[config.mk]
export PLATFORM = sky130hd
export DESIGN_NAME = tcg_eval
export DESIGN_NICKNAME = d
export VERILOG_FILES = /design/src/design/tcg_pkg.sv /design/src/design/tcg_eval.sv
export SDC_FILE = /design/constraint.sdc
export NUM_CORES = 1
export LEC_CHECK = 0
export BUFFER_PORTS_ARGS = -buffer_cell sky130_fd_sc_hd__buf_2
export CAP_MARGIN = 10
export CORE_AREA = 2 2 119 121
export DETAILED_ROUTE_END_ITERATION = 8
export DIE_AREA = 0 0 121 123
export PLACE_DENSITY = 0.75
export SLEW_MARGIN = 20
export SYNTH_ARGS = -nofsm -noshare
export SYNTH_HDL_FRONTEND = slang
export SYNTH_SLANG_ARGS = --single-unit
[constraint.sdc]
create_clock -name vclk -period 5.4
set_input_delay 0 -clock vclk [all_inputs]
set_output_delay 0 -clock vclk [all_outputs]
set_load 0.02 [all_outputs]
[src/design/tcg_pkg.sv]
`default_nettype none

package tcg_pkg;

    // field widths
    localparam int CODE_W  = 16;
    localparam int MULT_W  = 7;
    localparam int TIME_W  = 32;
    localparam int TEMP_W  = 10;
    localparam int TGT_W   = 8;
    localparam int HYST_W  = 5;
    localparam int HOLD_W  = 16;
    localparam int IDX_W   = 3;
    localparam int DATA_W  = 16;

    // register indexes on the configuration port
    localparam logic [IDX_W-1:0] REG_TARGET  = 3'd0;
    localparam logic [IDX_W-1:0] REG_HYST    = 3'd1;
    localparam logic [IDX_W-1:0] REG_MAXMULT = 3'd2;
    localparam logic [IDX_W-1:0] REG_MINMULT = 3'd3;
    localparam logic [IDX_W-1:0] REG_HOLDOFF = 3'd4;

    // reset values
    localparam logic signed [TGT_W-1:0] TARGET_RST  = 8'sd75;
    localparam logic [HYST_W-1:0]       HYST_RST    = 5'd3;
    localparam logic [MULT_W-1:0]       MAXMULT_RST = 7'd125;
    localparam logic [MULT_W-1:0]       MINMULT_RST = 7'd1;
    localparam logic [HOLD_W-1:0]       HOLDOFF_RST = 16'd1;

    // sensor codes that mean no reading
    localparam logic [CODE_W-1:0] CODE_ZERO     = 16'h0000;
    localparam logic [CODE_W-1:0] CODE_ALL_ONES = 16'hFFFF;

    typedef struct packed {
        logic signed [TGT_W-1:0] target_temp;
        logic [HYST_W-1:0]       hysteresis;
        logic [MULT_W-1:0]       max_mult;
        logic [MULT_W-1:0]       min_mult;
        logic [HOLD_W-1:0]       holdoff_ms;
    } t_cfg;

    typedef struct packed {
        logic [MULT_W-1:0] cool_ceiling;
        logic [TIME_W-1:0] last_cut_time;
        logic              cut_seen;
    } t_state;

    typedef struct packed {
        logic signed [TEMP_W-1:0] temp_c;
        logic                     reading_valid;
        logic [MULT_W-1:0]        new_mult;
        logic                     clock_lowered;
        logic [MULT_W-1:0]        cool_max_mult;
    } t_result;

endpackage

`default_nettype wire

[src/design/tcg_eval.sv]
`default_nettype none

module tcg_eval
    import tcg_pkg::*;
(
    input  wire t_cfg         i_cfg,
    input  wire t_state       i_state,
    input  wire [CODE_W-1:0]  i_sensor_code,
    input  wire [MULT_W-1:0]  i_current_mult,
    input  wire [TIME_W-1:0]  i_now_ms,
    output t_result           o_result,
    output t_state            o_state
);

    logic                      valid;
    logic                      neg;
    logic signed [CODE_W-3:0]  fix_val;
    logic [CODE_W-3:0]         fix_abs;
    logic [CODE_W-2:0]         rnd_sum;
    logic [TEMP_W-2:0]         mag;
    logic signed [TEMP_W-1:0]  temp;
    logic signed [TEMP_W:0]    temp_x;
    logic signed [TEMP_W:0]    hi_lim;
    logic signed [TEMP_W:0]    lo_lim;
    logic signed [TEMP_W:0]    tgt_x;
    logic [TIME_W-1:0]         elapsed;
    logic                      cut_ok;
    logic [MULT_W-1:0]         newm;
    logic                      lowered;

    // reading check and rounding to whole degrees, half away from zero
    always_comb begin
        valid   = (i_sensor_code != CODE_ZERO) && (i_sensor_code != CODE_ALL_ONES);
        neg     = i_sensor_code[CODE_W-1];
        fix_val = $signed(i_sensor_code[CODE_W-1:2]);
        fix_abs = neg ? (CODE_W-2)'(-fix_val) : fix_val;
        rnd_sum = {1'b0, fix_abs} + (CODE_W-1)'(16);
        mag     = rnd_sum[CODE_W-3:5];
        temp    = neg ? TEMP_W'(-$signed({1'b0, mag})) : $signed({1'b0, mag});
    end

    // thresholds around the target
    always_comb begin
        temp_x  = (TEMP_W+1)'(temp);
        tgt_x   = (TEMP_W+1)'(i_cfg.target_temp);
        hi_lim  = tgt_x + $signed({{(TEMP_W+1-HYST_W){1'b0}}, i_cfg.hysteresis});
        lo_lim  = tgt_x - $signed({{(TEMP_W+1-HYST_W){1'b0}}, i_cfg.hysteresis});
        elapsed = i_now_ms - i_state.last_cut_time;
        cut_ok  = !i_state.cut_seen || (elapsed >= {{(TIME_W-HOLD_W){1'b0}}, i_cfg.holdoff_ms});
    end

    // multiplier and ceiling update
    always_comb begin
        o_state = i_state;
        newm    = i_current_mult;
        lowered = 1'b0;
        if (valid) begin
            if (temp_x > hi_lim) begin
                if (cut_ok) begin
                    o_state.last_cut_time = i_now_ms;
                    o_state.cut_seen      = 1'b1;
                    if (i_current_mult > i_cfg.min_mult) begin
                        newm    = i_current_mult - MULT_W'(1);
                        lowered = 1'b1;
                    end
                    o_state.cool_ceiling = newm;
                end
            end else if ((i_state.cool_ceiling < i_cfg.max_mult) && (temp_x < tgt_x)) begin
                if (temp_x < lo_lim) begin
                    o_state.cool_ceiling = i_cfg.max_mult;
                end else if (i_current_mult == i_state.cool_ceiling) begin
                    o_state.cool_ceiling = i_state.cool_ceiling + MULT_W'(1);
                end
            end
        end
        o_result.temp_c        = valid ? temp : '0;
        o_result.reading_valid = valid;
        o_result.new_mult      = newm;
        o_result.clock_lowered = lowered;
        o_result.cool_max_mult = o_state.cool_ceiling;
    end

endmodule

`default_nettype wire

==> impl_metrics.ini <==
[setup_path]
critical_path.max_stage_delay_ns = 0.55
startpoint_type = input port
path_buf_inv = 4
end_kind = output port
cp_common_cell = or3_4
cp_slowest_cell = or4_4
crit_type = in -> out
path_max_fanout = 9
cp_cell_sequence = buf_2 -> or4_4 -> o21ai_2 -> xnor2_1 -> ha_2 -> nand4b_1 -> or3_4 -> o311ai_4 -> a21oi_2 -> a311oi_2 -> xnor2_1 -> or3_4 -> o21ai_4 -> xnor2_2 -> ha_1 -> and4_1 -> nand3_1 -> or4_4 -> o221ai_4 -> or3_4 -> buf_4 -> buf_12 -> mux2_1 -> buf_2
cp_data_arrival_time_ns = 5.36
required_ns = 5.40
crit_family = simple AND/OR/NAND/NOR gates

[yosys]
synthSimpleGateAreaFrac_pct = 22.3
synth_cells = 843
synth.area.mux_share_pct = 7.60
avgSynthCellArea_sq_um = 7.13
ys_types = 86
synth_warnings = 0
synthAdderAreaFrac_pct = 21.0
synth_area_sq_um = 6010
yosysSeqAreaShare_pct = 0
synth-compound-area-share_pct = 28.6
synth-xor-area-share_pct = 10.4
synth_top_family_by_area = compound AO/OA/AOI/OAI gates
syn_nets = 1080

[route]
vias_per_cell = 5.64
drt_first_pass_iters = 5
postRouteAntennaNets = 0
wl_per_cell_microns = 15.4
drc = 0
drtIter0Drc = 425
vias = 7038
routed_wl_mm = 19.2

[finish]
layout-drive-gt1-share_pct = 33.7
area.growth.synth_to_final_pct = 34.9
design.seq.count = 0
layout_common_cells = buf_2 (177), inv_1 (106), ha_1 (91)
finalNonFillerCells = 1247
diodes = 0
regArea_sq_um = 0
fill_cells = 1252
nClkBuffers = 0
final_common_cell = buf_2
final_net_count = 1306

[worst_hold_path]
worstHoldPathType = in -> out
holdPathStages = 3
hold_path_startpoint = i_state[24]
hold_end = o_state[24]

[die]
die_area_sq_um = 14900
ioPinCount = 204
core_sq_um = 13600
die_h_microns = 123
initial_core_util_pct = 44.1
die-width_microns = 121
fp-row-count = 43

[sta]
period_share_pct = 99.2
tns_ns = 0
post-route-min-period_ns = 5.36
rsz0062_at_grt = true
tightest_slew_ns = 0.957
finalSetupViolCount = 0
fmax_mhz = 187
maxSlewHeadroom_pct = 35.6
hold_viol_final = 0
drv_slew = 0
worst_hold_slack_ns = 0.329

[global_routing]
antenna_found_initial = 0
grt_max_degree = 28
grt_pass1_wl_mm = 29.0
grt_pass1_vias = 6432
grt_usage_pct = 22.9
grt.overflow.total = 0

[power]
ir_drop_v = 0.0000980
total_power_mw = 1.29
power.leakage_nw = 4.17
power_density_nw_per_um2 = 160

[run_status]
status = completed

[clock_network]
holdBufCountCts = 0

[place]
dp_hpwl_mm = 14.7
place.gp.congestion = 0.926
portBuffers = 204
dp.cells = 1221

[job]
drv_cap = 0
[how the worst max path moves through the flow]
stage | from | slack [ns] | depth (start not counted) | end
finish | i_sensor_code[2] | 0.04 | 24 | o_state[11]
global route | i_sensor_code[2] | -0.19 | 24 | o_state[27]
CTS | i_state[2] | 0.005 | 26 | o_state[21]
detailed placement | i_now_ms[0] | -0.35 | 28 | o_state[6]
global placement | i_now_ms[0] | -0.08 | 28 | o_state[12]
floorplan | i_sensor_code[15] | 0.04 | 26 | o_state[35]
[layout make-up]
| class | instances | area, sq um | share of cell area (%) |
|---|---|---|---|
| inverter | 109 | 412 | 5.08 |
| multi-input combinational | 701 | 5780 | 71.3 |
| tap | 180 | 225 | 2.78 |
| timing repair buffer | 257 | 1690 | 20.8 |
[cell usage after synthesis, types with 13 or more instances]
library cell	count	area, sq um
clkbuf_1	13	48.8
xnor2_1	42	368
mux2_1	32	360
nand2b_1	19	119
and2_1	13	81.3
xor2_1	22	193
nor2b_1	16	100
a21oi_1	44	220
inv_1	108	405
nand2_1	55	206
nor3_1	18	90.1
o21a_1	17	128
nand3_1	19	95.1
a21o_1	29	218
ha_1	96	1200
o21ai_0	40	200
nor2_1	54	203
[timing repair]
action	4_1_cts	5_1_grt
setup endpoints to repair	43	55
setup buffers	16	6
cloned	3	1
pin swaps	12	24
resized for setup	22	118
[routing by layer]
layer / global-route usage [%] / up-vias / part of all wire, %
li1: - / 3499 / -
met1: 29.0 / 3240 / 43
met2: 42.8 / 258 / 50
met3: 1.43 / 41 / 5.4
met4: 4.00 / 0 / 2.0
met5: 0 / - / 0
[where the power goes]
part	switching (mW)	total [mW]	internal, mW
registers	0	0	0
logic	0.684	1.29	0.611
clock network	0	0	0
[cells by family (layout without fill, tap and decap cells)]
kind of cell             after synthesis  in the layout
XOR/XNOR                              67             67
buffers and inverters                143            366
multiplexers                          41             41
AND/OR/NAND/NOR                      257            257
adder cells (fa/ha/maj)               99             99
AO/OA/AOI/OAI                        236            237
[per-stage QoR]
step	setup WS [ns]	util, %	instance area, sq um
final	0.0428	59.5	8100
after global routing	-0.190	59.5	8100
after CTS	0.00510	55.8	7590
after detailed placement	-0.350	53.5	7280
after global placement	-0.0761	53.5	7280
after floorplan	0.0361	-	6010
Power figures use the tool's default switching activity.
